--- src/hdl/i2e_pkg.sv ---
package i2e_pkg;

  localparam logic [7:0] EscByte   = 8'h1b;
  localparam logic [7:0] HighBit   = 8'h80;
  localparam logic [7:0] SpaceByte = 8'h20;
  localparam logic [7:0] DelByte   = 8'h7f;
  localparam logic [7:0] ChDollar  = 8'h24;  // '$'
  localparam logic [7:0] ChParen   = 8'h28;  // '('
  localparam logic [7:0] ChB       = 8'h42;
  localparam logic [7:0] ChAt      = 8'h40;
  localparam logic [7:0] ChJ       = 8'h4a;
  localparam logic [7:0] ChH       = 8'h48;
  localparam logic [7:0] ChK       = 8'h4b;

  localparam int unsigned MaxResults = 3;
  localparam int unsigned QueueDepth = 8;
  localparam int unsigned QPtrW      = $clog2(QueueDepth);
  localparam int unsigned QCntW      = $clog2(QueueDepth + 1);
  localparam int unsigned ResCntW    = $clog2(MaxResults + 1);

  typedef enum logic [2:0] {
    PhNormal    = 3'd0,
    PhEsc       = 3'd1,
    PhEscDollar = 3'd2,
    PhEscParen  = 3'd3,
    PhLead      = 3'd4
  } phase_e;

  typedef struct packed {
    logic [7:0] in_byte;
    logic       end_of_text;
  } in_word_t;

  typedef struct packed {
    logic [7:0] out_byte;
    logic       has_byte;
    logic       last_of_text;
  } out_word_t;

  typedef struct packed {
    logic [ResCntW-1:0]             cnt;
    out_word_t [MaxResults-1:0]     word;
  } push_t;

  function automatic logic is_control(input logic [7:0] c);
    return (c <= SpaceByte) || (c == DelByte);
  endfunction

endpackage

--- src/hdl/i2e_stream_if.sv ---
interface i2e_stream_if #(
  parameter type payload_t = logic
);
  logic     valid;
  logic     ready;
  payload_t data;

  modport source (output valid, output data, input ready);
  modport sink   (input valid, input data, output ready);
endinterface

--- src/hdl/i2e_convert.sv ---
module i2e_convert import i2e_pkg::*; (
  input  logic  clk_i,
  input  logic  rst_ni,
  i2e_stream_if.sink in_i,
  input  logic  room_i,
  output push_t push_o
);

  phase_e     phase_q, phase_d;
  logic       kanji_q, kanji_d;
  logic [7:0] held_q, held_d;

  logic       accept;
  logic [7:0] c;
  logic       eot;

  assign in_i.ready = room_i;
  assign accept     = in_i.valid && room_i;
  assign c          = in_i.data.in_byte;
  assign eot        = in_i.data.end_of_text;

  always_comb begin
    logic               fresh;
    logic [ResCntW-1:0] n;
    out_word_t [MaxResults-1:0] res;

    fresh   = 1'b0;
    n       = '0;
    res     = '0;
    phase_d = PhNormal;
    kanji_d = kanji_q;
    held_d  = held_q;

    unique case (phase_q)
      PhEsc: begin
        if (c == ChDollar) begin
          phase_d = PhEscDollar;
        end else if (c == ChParen) begin
          phase_d = PhEscParen;
        end else if (c == ChK) begin
          kanji_d = 1'b1;
        end else if (c == ChH) begin
          kanji_d = 1'b0;
        end else begin
          res[n] = '{EscByte, 1'b1, 1'b0}; n = n + ResCntW'(1);
          fresh  = 1'b1;
        end
      end
      PhEscDollar: begin
        if (c == ChB || c == ChAt) begin
          kanji_d = 1'b1;
        end else begin
          res[n] = '{EscByte, 1'b1, 1'b0};  n = n + ResCntW'(1);
          res[n] = '{ChDollar, 1'b1, 1'b0}; n = n + ResCntW'(1);
          fresh  = 1'b1;
        end
      end
      PhEscParen: begin
        if (c == ChJ || c == ChB || c == ChH) begin
          kanji_d = 1'b0;
        end else begin
          res[n] = '{EscByte, 1'b1, 1'b0}; n = n + ResCntW'(1);
          res[n] = '{ChParen, 1'b1, 1'b0}; n = n + ResCntW'(1);
          fresh  = 1'b1;
        end
      end
      PhLead: begin
        if (is_control(c)) begin
          res[n] = '{held_q, 1'b1, 1'b0}; n = n + ResCntW'(1);
          fresh  = 1'b1;
        end else begin
          res[n] = '{held_q | HighBit, 1'b1, 1'b0}; n = n + ResCntW'(1);
          res[n] = '{c | HighBit, 1'b1, 1'b0};      n = n + ResCntW'(1);
        end
        held_d = '0;
      end
      default: begin
        fresh = 1'b1;
      end
    endcase

    if (fresh) begin
      if (c == EscByte) begin
        phase_d = PhEsc;
      end else if (is_control(c)) begin
        res[n] = '{c, 1'b1, 1'b0}; n = n + ResCntW'(1);
      end else if (kanji_d) begin
        held_d  = c;
        phase_d = PhLead;
      end else begin
        res[n] = '{c, 1'b1, 1'b0}; n = n + ResCntW'(1);
      end
    end

    if (eot) begin
      unique case (phase_d)
        PhEsc: begin
          res[n] = '{EscByte, 1'b1, 1'b0}; n = n + ResCntW'(1);
        end
        PhEscDollar: begin
          res[n] = '{EscByte, 1'b1, 1'b0};  n = n + ResCntW'(1);
          res[n] = '{ChDollar, 1'b1, 1'b0}; n = n + ResCntW'(1);
        end
        PhEscParen: begin
          res[n] = '{EscByte, 1'b1, 1'b0}; n = n + ResCntW'(1);
          res[n] = '{ChParen, 1'b1, 1'b0}; n = n + ResCntW'(1);
        end
        PhLead: begin
          res[n] = '{held_d, 1'b1, 1'b0}; n = n + ResCntW'(1);
        end
        default: ;
      endcase
      if (n == '0) begin
        res[0] = '{8'h00, 1'b0, 1'b0};
        n      = ResCntW'(1);
      end
      res[n - ResCntW'(1)].last_of_text = 1'b1;
      phase_d = PhNormal;
      kanji_d = 1'b0;
      held_d  = '0;
    end

    push_o.word = res;
    push_o.cnt  = accept ? n : '0;
  end

  always_ff @(posedge clk_i or negedge rst_ni) begin
    if (!rst_ni) begin
      phase_q <= PhNormal;
      kanji_q <= 1'b0;
      held_q  <= '0;
    end else if (accept) begin
      phase_q <= phase_d;
      kanji_q <= kanji_d;
      held_q  <= held_d;
    end
  end

endmodule

--- src/hdl/i2e_queue.sv ---
module i2e_queue import i2e_pkg::*; (
  input  logic  clk_i,
  input  logic  rst_ni,
  input  push_t push_i,
  output logic  room_o,
  i2e_stream_if.source out_o
);

  out_word_t mem_q [QueueDepth];
  logic [QPtrW-1:0] wr_ptr_q, wr_ptr_d;
  logic [QPtrW-1:0] rd_ptr_q, rd_ptr_d;
  logic [QCntW-1:0] cnt_q, cnt_d;
  logic             pop;

  assign room_o     = cnt_q <= QCntW'(QueueDepth - MaxResults);
  assign out_o.valid = cnt_q != '0;
  assign out_o.data  = mem_q[rd_ptr_q];
  assign pop         = out_o.valid && out_o.ready;

  always_comb begin
    wr_ptr_d = wr_ptr_q + QPtrW'(push_i.cnt);
    rd_ptr_d = rd_ptr_q + QPtrW'(pop);
    cnt_d    = cnt_q + QCntW'(push_i.cnt) - QCntW'(pop);
  end

  always_ff @(posedge clk_i) begin
    for (int k = 0; k < MaxResults; k++) begin
      if (ResCntW'(k) < push_i.cnt) begin
        mem_q[wr_ptr_q + QPtrW'(k)] <= push_i.word[k];
      end
    end
  end

  always_ff @(posedge clk_i or negedge rst_ni) begin
    if (!rst_ni) begin
      wr_ptr_q <= '0;
      rd_ptr_q <= '0;
      cnt_q    <= '0;
    end else begin
      wr_ptr_q <= wr_ptr_d;
      rd_ptr_q <= rd_ptr_d;
      cnt_q    <= cnt_d;
    end
  end

endmodule

--- src/hdl/iso2022jp_to_eucjp_stream.sv ---
// Channel  Dir  Word fields                          Handshake
// in_i     in   in_byte[7:0], end_of_text            valid/ready
// out_o    out  out_byte[7:0], has_byte, last_of_text valid/ready
//
// One input word per cycle while in_i.ready is high; each yields 0..3 output words into an 8-entry queue.
// in_i.ready drops while fewer than 3 queue slots are free; output drains 1 word/cycle while out_o.ready is high.
// Results appear on out_o in the cycle after acceptance at the earliest.
// rst_ni is asynchronous: parser returns to ASCII mode, normal phase, queue empty.
module iso2022jp_to_eucjp_stream import i2e_pkg::*; (
  input  logic clk_i,
  input  logic rst_ni,
  i2e_stream_if.sink   in_i,
  i2e_stream_if.source out_o
);

  push_t push;
  logic  room;

  i2e_convert u_convert (
    .clk_i  (clk_i),
    .rst_ni (rst_ni),
    .in_i   (in_i),
    .room_i (room),
    .push_o (push)
  );

  i2e_queue u_queue (
    .clk_i  (clk_i),
    .rst_ni (rst_ni),
    .push_i (push),
    .room_o (room),
    .out_o  (out_o)
  );

endmodule

--- src/flat_wrapper.sv ---
// flat-port wrapper written by rule: the top's interface ports become plain ports
module iso2022jp_to_eucjp_stream_flat import i2e_pkg::*;
  (clk_i, rst_ni, in_i_valid, in_i_data, in_i_ready, out_o_valid, out_o_data, out_o_ready);
  i2e_stream_if #(.payload_t(in_word_t)) in_i_i ();
  i2e_stream_if #(.payload_t(out_word_t)) out_o_i ();
  input  logic clk_i;
  input  logic rst_ni;
  input wire logic [$bits(in_i_i.valid)-1:0] in_i_valid;
  input wire logic [$bits(in_i_i.data)-1:0] in_i_data;
  output wire logic [$bits(in_i_i.ready)-1:0] in_i_ready;
  output wire logic [$bits(out_o_i.valid)-1:0] out_o_valid;
  output wire logic [$bits(out_o_i.data)-1:0] out_o_data;
  input wire logic [$bits(out_o_i.ready)-1:0] out_o_ready;
  assign in_i_i.valid = in_i_valid;
  assign in_i_i.data = in_i_data;
  assign in_i_ready = in_i_i.ready;
  assign out_o_valid = out_o_i.valid;
  assign out_o_data = out_o_i.data;
  assign out_o_i.ready = out_o_ready;
  iso2022jp_to_eucjp_stream u_core (.clk_i(clk_i), .rst_ni(rst_ni), .in_i(in_i_i), .out_o(out_o_i));
endmodule
--- config.mk ---
export PLATFORM = sky130hd
export DESIGN_NAME = iso2022jp_to_eucjp_stream_flat
export DESIGN_NICKNAME = d
export VERILOG_FILES = /design/src/hdl/i2e_pkg.sv /design/src/hdl/i2e_stream_if.sv /design/src/hdl/i2e_convert.sv /design/src/hdl/i2e_queue.sv /design/src/hdl/iso2022jp_to_eucjp_stream.sv /design/src/flat_wrapper.sv
export SDC_FILE = /design/constraint.sdc
export NUM_CORES = 1
export LEC_CHECK = 0
export ABC_AREA = 1
export CAP_MARGIN = 20
export CORE_UTILIZATION = 45
export DETAILED_ROUTE_END_ITERATION = 12
export DONT_BUFFER_PORTS = 1
export SETUP_SLACK_MARGIN = 0.05
export SLEW_MARGIN = 20
export SYNTH_ARGS = -nofsm -noshare
export SYNTH_HDL_FRONTEND = slang
export SYNTH_SLANG_ARGS = --single-unit
--- constraint.sdc ---
create_clock -name clk_i -period 5.8 [get_ports clk_i]
set_clock_uncertainty 0.05 [all_clocks]
set_input_delay 0.58 -clock clk_i [delete_from_list [all_inputs] [get_ports clk_i]]
set_output_delay 0.58 -clock clk_i [all_outputs]
set_load 0.01 [all_outputs]
Word level (Yosys, flattened, before mapping)
Memories as Yosys holds them, arrays and structs flattened.
Index checks and enable logic that the tools add are counted.
Widths: inputs -> output; s select.
Word-level totals
  register bits after elaboration: 22
  latch bits: 0
  memory bits (writable): 80
  memory bits (read-only): 0
  output and inout port bits: 12
  logic and storage cells: 154
  memories kept: 1
Memories
  u_core.u_queue.mem_q: words 8, bits a word 10, read ports 1, clocked after memory_dff 0, wr ports 3, RTL line i2e_queue.sv:9  | out_word_t mem_q [QueueDepth];
Cells by class
  add/sub/neg operators: 10
  multiply operators: 0
  div/mod/pow operators: 0
  magnitude comparators: 13
  equal/unequal tests: 17
  shifts and indexed selects: 0
  multiplexer cells: 84
  bitwise logic cells: 9
  reduce and logical (&&, ||, !) cells: 14
Operators by type and width (count)
  $mux 30: 6
  $pmux 30 s4: 1
  $bwmux 30: 3
  $demux 10 s2: 4
  $mux 10: 7
  $eq 8x7->1 const B: 6
  $mux 8: 6
  $and 21x21->21: 2
  $not 21->21: 2
  $pmux 10 s4: 1
  $mux 18: 2
  $pmux 10 s3: 1
  $mux 2: 14
  $mux 7: 4
  $mux 1: 25
  $mux 3: 6
  $or 9x9->9: 2
  $eq 8x6->1 const B: 2
  $and 15x15->15: 1
  $not 15->15: 1
  $or 15x15->15: 1
  $eq 3x2->1 const B: 4
  $lt 2x3->1 const B: 4
  $eq 8x5->1 const B: 1
  other kinds (24): 41

Depth between registers and ports, before layout
Gate-level depths: netlist of the first run.
  depth in word-level cells: 25
  mapped depth: 29

Modules after synthesis
From an unflattened synthesis of the first run, not the netlist that was laid out.
Second synthesis, totals
  cell total of the unflattened synthesis: 1224
  area, all modules: 8486.9 µm²
By module, submodules not included
  i2e_queue: times used 1, cells an instance 830, area an instance 6184.7 µm²
  i2e_convert: times used 1, cells an instance 394, area an instance 2302.2 µm²

Worst setup path after synthesis of the first run
Ideal clock, no wire load.
  kind: in2reg
  start point: input in_i_data[8]
  end point: register u_core.u_queue.cnt_q[2]
  arrival time: 4.052 ns
  slack: 1.575 ns
  cell stages on the path: 25
  cells stage by stage: inv_2 > nand2_1 > nor2_4 > nand3_2 > nand2_1 > nand2_1 > nor2_1 > ha_1 > nand3b_1 > nand2_4 > ha_1 > inv_1 > nor2_2 > inv_1 > nand3_1 > nand2_4 > nor2_8 > nand2_8 > nand2_4 > ha_1 > inv_1 > ha_1 > inv_1 > fa_1 > xnor2_1
Between the ends
  cells in the longest elaborated chain, start to end: 22
  elaborated cells on any way between the ends: 66
RTL lines
  start, declared: RTL line flat_wrapper.sv:9  | input wire logic [$bits(in_i_i.data)-1:0] in_i_data;
  $eq 8x7->1: RTL line i2e_convert.sv:42, i2e_convert.sv:59
  $mux 1: RTL line i2e_convert.sv:42  | end else if (c == ChH) begin
  $mux 1: RTL line i2e_convert.sv:40  | end else if (c == ChK) begin
  $mux 1: RTL line i2e_convert.sv:38  | end else if (c == ChParen) begin
  $mux 1: RTL line i2e_convert.sv:36  | if (c == ChDollar) begin
  $pmux 2 s4: RTL line i2e_convert.sv:34  | unique case (phase_q)
  $add 2x1->2: RTL line i2e_convert.sv:86, i2e_convert.sv:91
  $mux 2: RTL line i2e_convert.sv:87  | end else if (kanji_d) begin
  [... 7 more ...]
  $logic_not 2->1: RTL line i2e_convert.sv:113  | if (n == '0) begin
  $mux 2: RTL line i2e_convert.sv:113
  $mux 2: RTL line i2e_convert.sv:95  | if (eot) begin
  $mux 2 (*): RTL line i2e_convert.sv:95
  $mux 2 (*): RTL line i2e_convert.sv:124  | push_o.cnt = accept ? n : '0;
  $add 4x2->4 (*): RTL line i2e_queue.sv:23  | cnt_d = cnt_q + QCntW'(push_i.cnt) - QCntW'(pop);
  $sub 4x1->4 (*): RTL line i2e_queue.sv:23
  named net u_core.u_queue.cnt_d[2]: RTL line i2e_queue.sv:12  | logic [QCntW-1:0] cnt_q, cnt_d;
  end signal, assigned: RTL line i2e_queue.sv:42  | cnt_q <= cnt_d;
  end, declared: RTL line i2e_queue.sv:12
Mark *: on every way through the listed nets, which the timed path passes. The rest lies on a longest branch. The select of a mux whose other input is x is not followed.
A chain may end at the register's enable or synchronous reset.

==> results.json, run 1 <==
{
  "finalNetCount": 1253,
  "slowest_delay_ps": 450,
  "crit_required_ps": 5740,
  "area_delta_synth_final_pct": 4.73,
  "totalWireLength_um": 29500,
  "grt_start_max_net_pins": 42,
  "path_max_fanout": 25,
  "whs_ps": 132,
  "async_flop_share_pct": 21.6,
  "start_util_pct": 46.1,
  "critical_path.top_delay_family": "simple AND/OR/NAND/NOR gates",
  "die-area_mm2": 0.0191,
  "num_io_pins": 25,
  "drt_iter0_markers": 1062,
  "insertion_delay_ps": 360,
  "r2r_end": "u_core.u_queue.mem_q[1][2]$_DFFE_PP_",
  "vias": 8310,
  "grt_overflow": 0,
  "place_hpwl_um": 22500,
  "ys_dominant_reg_cell": "edfxtp_1",
  "clk_pin_slew_ps": 70,
  "maxCapViolations": 0,
  "synthDistinctLibCells": 43,
  "grt_pass1_vias": 7642,
  "placed_cell_area_mm2": 0.00845,
  "gp_congestion": 1.03,
  "postSynthCellCount": 1248,
  "post-route-period-util_pct": 82.8,
  "drive_gt1_share_pct": 7.52,
  "clkPwrFrac_pct": 18.6,
  "dieWidth_um": 138,
  "switching_share_pct": 45.1,
  "cp_common_cell": "nand2_4",
  "powerDensity_mw_per_mm2": 366,
  "cp.arrival_ps": 4750,
  "route.detailed.drc": 2,
  "clk_path_buf_depth": 2,
  "critical_path_buf_inv_count": 4,
  "ctsResizeCount": 0,
  "critical_path.startpoint_type": "flop",
  "yosysSeqAreaShare_pct": 35.4,
  "ys_ff_latch": 102,
  "status": "finished with violations",
  "antenna_left": 0,
  "setup_viol": 0,
  "avgSynthCellArea_um2": 6.68,
  "switchingPower_mw": 1.44,
  "grt_pass1_wl_um": 45400,
  "die_h_um": 138,
  "p_seq_share_pct": 34.0,
  "combPwrFrac_pct": 47.4,
  "ir_drop_v": 0.000182,
  "antenna_cells": 0,
  "criticalPathCategory": "reg -> reg",
  "port-buffer-count": 0,
  "finalHoldViolations": 0,
  "violations": "design-rule violations",
  "core_mm2": 0.0181,
  "cts_buffers": 9,
  "yosysWarnings": 0,
  "syn_nets": 1281,
  "tns_ps": 0,
  "avgRoutedWirePerCell_um": 20.3,
  "fin_crit_ps": 4800,
  "hold_class": "in -> async",
  "crit_path_top_delay_cell": "nand3_1",
  "r2r_start": "u_core.u_convert.phase_q[0]$_DFFE_PN0P_",
  "p_int_mw": 1.75,
  "ff2ff_setup_slack_ps": 1000,
  "slew_violations": 0,
  "synth.area.top_cells": "edfxtp_1 29%, nand2_1 20%, nand3_1 10%",
  "root_buffer": "clkbuf_16",
  "reg2regPathDepth": 20,
  "synth_top_area_share_pct": 28.8,
  "max_freq_mhz": 208,
  "rsz0062_at_grt": "no",
  "syn_area_mm2": 0.00834,
  "fp-row-count": 49,
  "num-fill-cells": 1858,
  "synth_edf_count": 80,
  "firstDrtPassIters": 12,
  "synth_top_cell_by_area": "edfxtp_1",
  "grt_use_total_pct": 31.8,
  "antenna_found_initial": 0,
  "avgViaCountPerCell": 5.72,
  "cts_tree": "yes",
  "crit_chain": "nor2_1 > nand2_1 > inv_1 > nand2_1 > nand2_2 > inv_2 > ha_1 > nand3b_1 > nand2_4 > ha_1 > inv_1 > nor2_2 > inv_1 > nand3_1 > nand2_4 > nand2_4 > nand2_4 > nor2_8 > nand2_1 > nand3_1",
  "h-tree-depth": 3,
  "worstSetupEndpointType": "flop",
  "worstMarginPinSlew_ps": 1140,
  "max_slew_margin_pct": 24.2,
  "final_area_mm2": 0.00873,
  "cts_sinks": 102,
  "leakagePower_nw": 4.06
}
## repair_timing
action,in CTS,in global routing
setup endpoints to repair,0,0
hold endpoints to repair,22,0
hold buffers,1,0
setup buffers,0,0
## final cells by class
cell class	instances	area, um2	area share [%]
multi-input combinational	980	4650	53.3
sequential	102	2950	33.8
inverter	104	392	4.49
tap	229	287	3.28
clock buffer	10	229	2.62
timing repair buffer	23	170	1.95
clock inverter	4	50.0	0.573
## Yosys cell counts, drive strengths merged (13+ instances only)
cell type  number
a21oi          19
a31oi          13
buf            31
clkbuf         31
dfrtp          22
edfxtp         80
ha             18
inv            99
nand2         463
nand3         180
nor2          133
o21ai          87
o22ai          17
## placed cells by master (no fill, tap or decap), drive strengths merged
master    instances
clkinvlp          1
o22ai            17
clkinv            7
o21ai            87
a31oi            13
o221ai            1
o21bai            7
nand3           180
dfrtp            22
fa                2
inv              99
o211ai            1
a21boi            1
o31ai             5
a41oi             1
nor2            133
or2               3
nand4            11
xnor2             2
buf              23
and2              1
nand3b            1
nor3             12
bufinv            1
clkbuf           10
nand2           463
ha               18
a21oi            19
xor2              2
edfxtp           80
## sequential cells by signal, summed over array words and instances, names as in the netlist
register                  count
u_core.u_queue.mem_q         80
u_core.u_convert.held_q       8
u_core.u_queue.cnt_q          4
u_core.u_convert.phase_q      3
u_core.u_queue.rd_ptr_q       3
u_core.u_queue.wr_ptr_q       3
u_core.u_convert.kanji_q      1
## kinds of logic (layout without fill, tap and decap cells)
| logic type | after synthesis | count (layout) | share of synthesized area, % |
|---|---|---|---|
| buf+inv | 166 | 141 | 8.82 |
| simple gates | 804 | 804 | 42.0 |
| flops | 102 | 102 | 35.4 |
| compound gates | 152 | 152 | 10.1 |
| fa+ha+maj | 20 | 20 | 3.18 |
| xor+xnor | 4 | 4 | 0.420 |
## stage by stage
stage	setup slack, ps	utilization, %	std cells	power [mW]
after detailed placement	788	46.7	1437	2.60
after global placement	944	46.7	1437	2.59
after floorplan	1580	-	1248	2.13
final	998	48.3	1452	3.20
after CTS	1080	48.3	1452	3.20
after global routing	579	48.3	1452	3.41
## power groups by stage
stage | clock network, mW | registers (mW) | logic [mW]
after floorplan | 0 | 1.06 | 1.07
after global routing | 0.632 | 1.10 | 1.68
after global placement | 0 | 1.10 | 1.49
final | 0.594 | 1.09 | 1.51
after CTS | 0.607 | 1.09 | 1.51
after detailed placement | 0 | 1.10 | 1.50
## worst max path at each step
stage / to / depth (start not counted) / startpoint
after floorplan: u_core.u_queue.cnt_q[2]$_DFF_PN0_ / 25 / in_i_data[8]
after global placement: u_core.u_queue.mem_q[3][5]$_DFFE_PP_ / 21 / in_i_data[4]
after global routing: u_core.u_queue.mem_q[4][3]$_DFFE_PP_ / 20 / u_core.u_convert.phase_q[0]$_DFFE_PN0P_
after detailed placement: u_core.u_queue.mem_q[3][9]$_DFFE_PP_ / 21 / in_i_data[4]
final: u_core.u_queue.mem_q[1][2]$_DFFE_PP_ / 20 / u_core.u_convert.phase_q[0]$_DFFE_PN0P_
after CTS: u_core.u_queue.mem_q[3][9]$_DFFE_PP_ / 20 / u_core.u_convert.phase_q[0]$_DFFE_PN0P_
## layer usage
layer,share of wire (%),GRT usage [%],routed length (um),vias to the layer above
met1,43,43.9,12600,3836
met4,4.1,14.1,1220,0
met2,45,48.8,13300,357
met5,0,0,0,-
met3,8.1,5.75,2400,65
li1,-,-,-,4052
No activity file was read; power rests on OpenSTA's default activity.
==> inputs of run 2 (changes only) <==
--- a/config.mk
+++ b/config.mk
@@ -5,7 +5,7 @@
 export SDC_FILE = /design/constraint.sdc
 export NUM_CORES = 1
 export LEC_CHECK = 0
-export ABC_AREA = 1
+export ABC_AREA = 0
 export CAP_MARGIN = 20
 export CORE_UTILIZATION = 45
 export DETAILED_ROUTE_END_ITERATION = 12
==> constraint.sdc (replaced) <==
create_clock -name clk_i -period 4.2 [get_ports clk_i]
set_clock_uncertainty 0.05 [all_clocks]
set_input_delay 0.42 -clock clk_i [delete_from_list [all_inputs] [get_ports clk_i]]
set_output_delay 0.42 -clock clk_i [all_outputs]
set_load 0.01 [all_outputs]
==> run 2 against run 1 <==
The flow finishes with violations (negative hold slack, negative setup slack). Core utilization increased by 10 points. Sequential share of layout area decreased by 3.9 points. Clock-buffer cell count decreased by 1. Combinational power decreased by 21%. Worst setup slack got worse by 1100 ps. Global-route usage decreased by 3.5 points. Maximum frequency increased by 13%. Register-to-register slack got worse by 1100 ps. First-iteration DRC count decreased by 35%. Cell count decreased by 31%. Worst hold slack got worse by 160 ps. Via count decreased by 22%. Critical endpoint is now u_core.u_queue.mem_q[1][7]$_DFFE_PP_.
==> results.json, run 2 <==
{
  "status": "finished with violations",
  "violations": "negative hold slack, negative setup slack",
  "antenna_found_initial": 0,
  "async_flop_share_pct": 21.6,
  "worstSetupEndpointType": "flop",
  "ir_drop_v": 0.000364,
  "grt_overflow": 0,
  "route.detailed.drc": 0,
  "num-fill-cells": 1392,
  "cts_buffers": 9,
  "ys_top_cells_by_count": "145 x mux2i_1, 80 x edfxtp_1, 48 x nand2_1",
  "cts_sinks": 102,
  "largest_reg_flops": 80,
  "avgViaCountPerCell": 6.47,
  "die-area_mm2": 0.0180,
  "yosysSeqAreaShare_pct": 37.5,
  "tns_ps": -1380,
  "firstDrtPassIters": 5,
  "syn_area_mm2": 0.00787,
  "grt_pass1_wl_um": 38100,
  "synth_top_area_share_pct": 30.5,
  "crit_required_ps": 4220,
  "largestRegisters": "u_core.u_queue.mem_q (80), u_core.u_convert.held_q (8), u_core.u_queue.cnt_q (4)",
  "avgSynthCellArea_um2": 11.3,
  "synth_top_cell_by_area": "edfxtp_1",
  "drive_gt1_share_pct": 33.1,
  "leakagePower_nw": 4.55,
  "layout_setup_ws_ps": -66.6,
  "place_hpwl_um": 17500,
  "drt_iter0_markers": 688,
  "fp-row-count": 47,
  "synth_edf_count": 80,
  "regMostFlops": "u_core.u_queue.mem_q",
  "core_mm2": 0.0168,
  "criticalPathCategory": "reg -> reg",
  "powerDensity_mw_per_mm2": 361,
  "finalHoldViolations": 22,
  "slew_violations": 0,
  "grt_start_max_net_pins": 32,
  "final_common_cell": "mux2i_1",
  "area_delta_synth_final_pct": 25.4,
  "synth.most_common_cell": "mux2i_1",
  "die_h_um": 134,
  "cp.arrival_ps": 4280,
  "antenna_left": 0,
  "postSynthCellCount": 697,
  "insertion_delay_ps": 360,
  "whs_ps": -24.1,
  "worstMarginPinSlew_ps": 1130,
  "yosysWarnings": 0,
  "path_max_fanout": 5,
  "ys_dominant_reg_cell": "edfxtp_1",
  "fin_crit_ps": 4270,
  "grt_pass1_vias": 6520,
  "syn_nets": 730,
  "hold_class": "in -> async",
  "clk_pin_slew_ps": 70,
  "avgRoutedWirePerCell_um": 25.7,
  "layout_common_cells": "139 x mux2i_1, 80 x edfxtp_1, 76 x buf_4",
  "ys_ff_latch": 102,
  "antenna_cells": 0,
  "vias": 6482,
  "rsz0062_at_grt": "yes",
  "maxCapViolations": 0,
  "root_buffer": "clkbuf_16",
  "clk_path_buf_depth": 2,
  "start_util_pct": 46.8,
  "max_slew_margin_pct": 24.3,
  "dieWidth_um": 134,
  "gp_congestion": 1.01,
  "port-buffer-count": 0,
  "synthDistinctLibCells": 85,
  "num_io_pins": 25,
  "h-tree-depth": 3,
  "critical_path.startpoint_type": "flop",
  "totalWireLength_um": 25800,
  "setup_viol": 47,
  "final_area_mm2": 0.00988,
  "p_total_mw": 3.57,
  "post-route-util_pct": 58.7,
  "post-route-period-util_pct": 102,
  "placed_cell_area_mm2": 0.00871,
  "synth.area.top_cells": "edfxtp_1 31%, mux2i_1 18%, dfrtp_1 7.0%",
  "max_freq_mhz": 234,
  "finalNetCount": 810,
  "grt_use_total_pct": 28.3,
  "cts_tree": "yes"
}
==> run 2: cell types whose count changed in the layout (fill, tap and decap cells not counted), moves of 16 or more <==
cell     change
o21ai_0     -62
nand2_1    -403
nand3_1    -154
nor2_1      -99
buf_6       +21
inv_2       -16
inv_1       -63
buf_4       +54
mux4_2      +20
mux2i_1    +139
==> run 2: final timing paths <==
path	end	startpoint	depth (start not counted)	slack, ps
max	u_core.u_queue.mem_q[1][7]$_DFFE_PP_	u_core.u_convert.phase_q[1]$_DFFE_PN0P_	20	-70
min	u_core.u_queue.wr_ptr_q[1]$_DFF_PN0_	rst_ni	1	-20
max reg2reg	u_core.u_queue.mem_q[1][7]$_DFFE_PP_	u_core.u_convert.phase_q[1]$_DFFE_PN0P_	20	-70
min reg2reg	u_core.u_convert.held_q[5]$_DFFE_PN0P_	u_core.u_convert.held_q[5]$_DFFE_PN0P_	1	450
max in group asynchronous	u_core.u_queue.rd_ptr_q[0]$_DFF_PN0_	rst_ni	1	3750
min in group clk_i	u_core.u_convert.kanji_q$_DFFE_PN0P_	in_i_data[0]	1	120
==> run 2: cell type report <==
class	instances	area [um2]	area share [%]
Sequential cell	102	2950	29.9
Multi-Input combinational cell	522	4950	50.2
Timing Repair Buffer	122	1310	13.2
Inverter	20	75.1	0.760
Clock buffer	9	225	2.28
Tap cell	220	275	2.79
Clock inverter	7	85.1	0.862
==> run 2: worst max-delay path, cell delays in order (launching register included) <==
cell and delay, ps:
dfrtp_1 400, buf_6 130, or3b_4 380, a31oi_4 150, nand2_1 70, a21boi_4 150, ha_4 240, or3_4 370
and2_4 170, inv_2 90, ha_4 150, o21ai_2 70, nand2_1 70, a41o_1 160, a32o_2 250, buf_6 120
and4b_1 230, buf_12 140, nand3_4 110, o211ai_1 230, buf_4 240
==> run 2: report_power, final <==
part | internal [mW] | switching [mW]
logic | 0.570 | 0.627
clock network | 0.470 | 0.397
registers | 1.24 | 0.263
==> run 2: per-stage QoR <==
| step | hold slack, ps | instances | setup WS [ps] |
|---|---|---|---|
| floorplan | 74.4 | 697 | -226 |
| global placement | 75.1 | 949 | -95.0 |
| detailed placement | 75.1 | 949 | -155 |
| CTS | 103 | 981 | -86.1 |
| global route | 12.8 | 1002 | -198 |
| finish | -24.1 | 1002 | -66.6 |
==> run 2: repair_timing <==
action | in CTS | in global routing
endpoints found under the hold margin | 22 | 0
resized for setup | 11 | 79
pin swaps | 10 | 12
setup buffers | 15 | 15
hold buffers | 1 | 0
cloned | 0 | 7
endpoints found under the setup margin | 129 | 163
==> run 2: kinds of logic (layout without fill, tap and decap cells) <==
group	count (synthesis)	in the layout	share of synthesized area (%)
AO/OA/AOI/OAI	147	147	13.9
XOR/XNOR	7	7	0.779
adder cells (fa/ha/maj)	20	20	3.37
buffers and inverters	73	158	5.58
flip-flops	102	102	37.5
multiplexers	175	175	25.6
AND/OR/NAND/NOR	173	173	13.3
==> run 2: layer usage <==
layer  vias up  wire length (um)  GRT usage (%)
li1       2883                 -              -
met1      3259             10800           37.5
met2       289             12500           47.1
met3        51              1730           4.54
met4         0               775           9.80
met5         -                 0              0
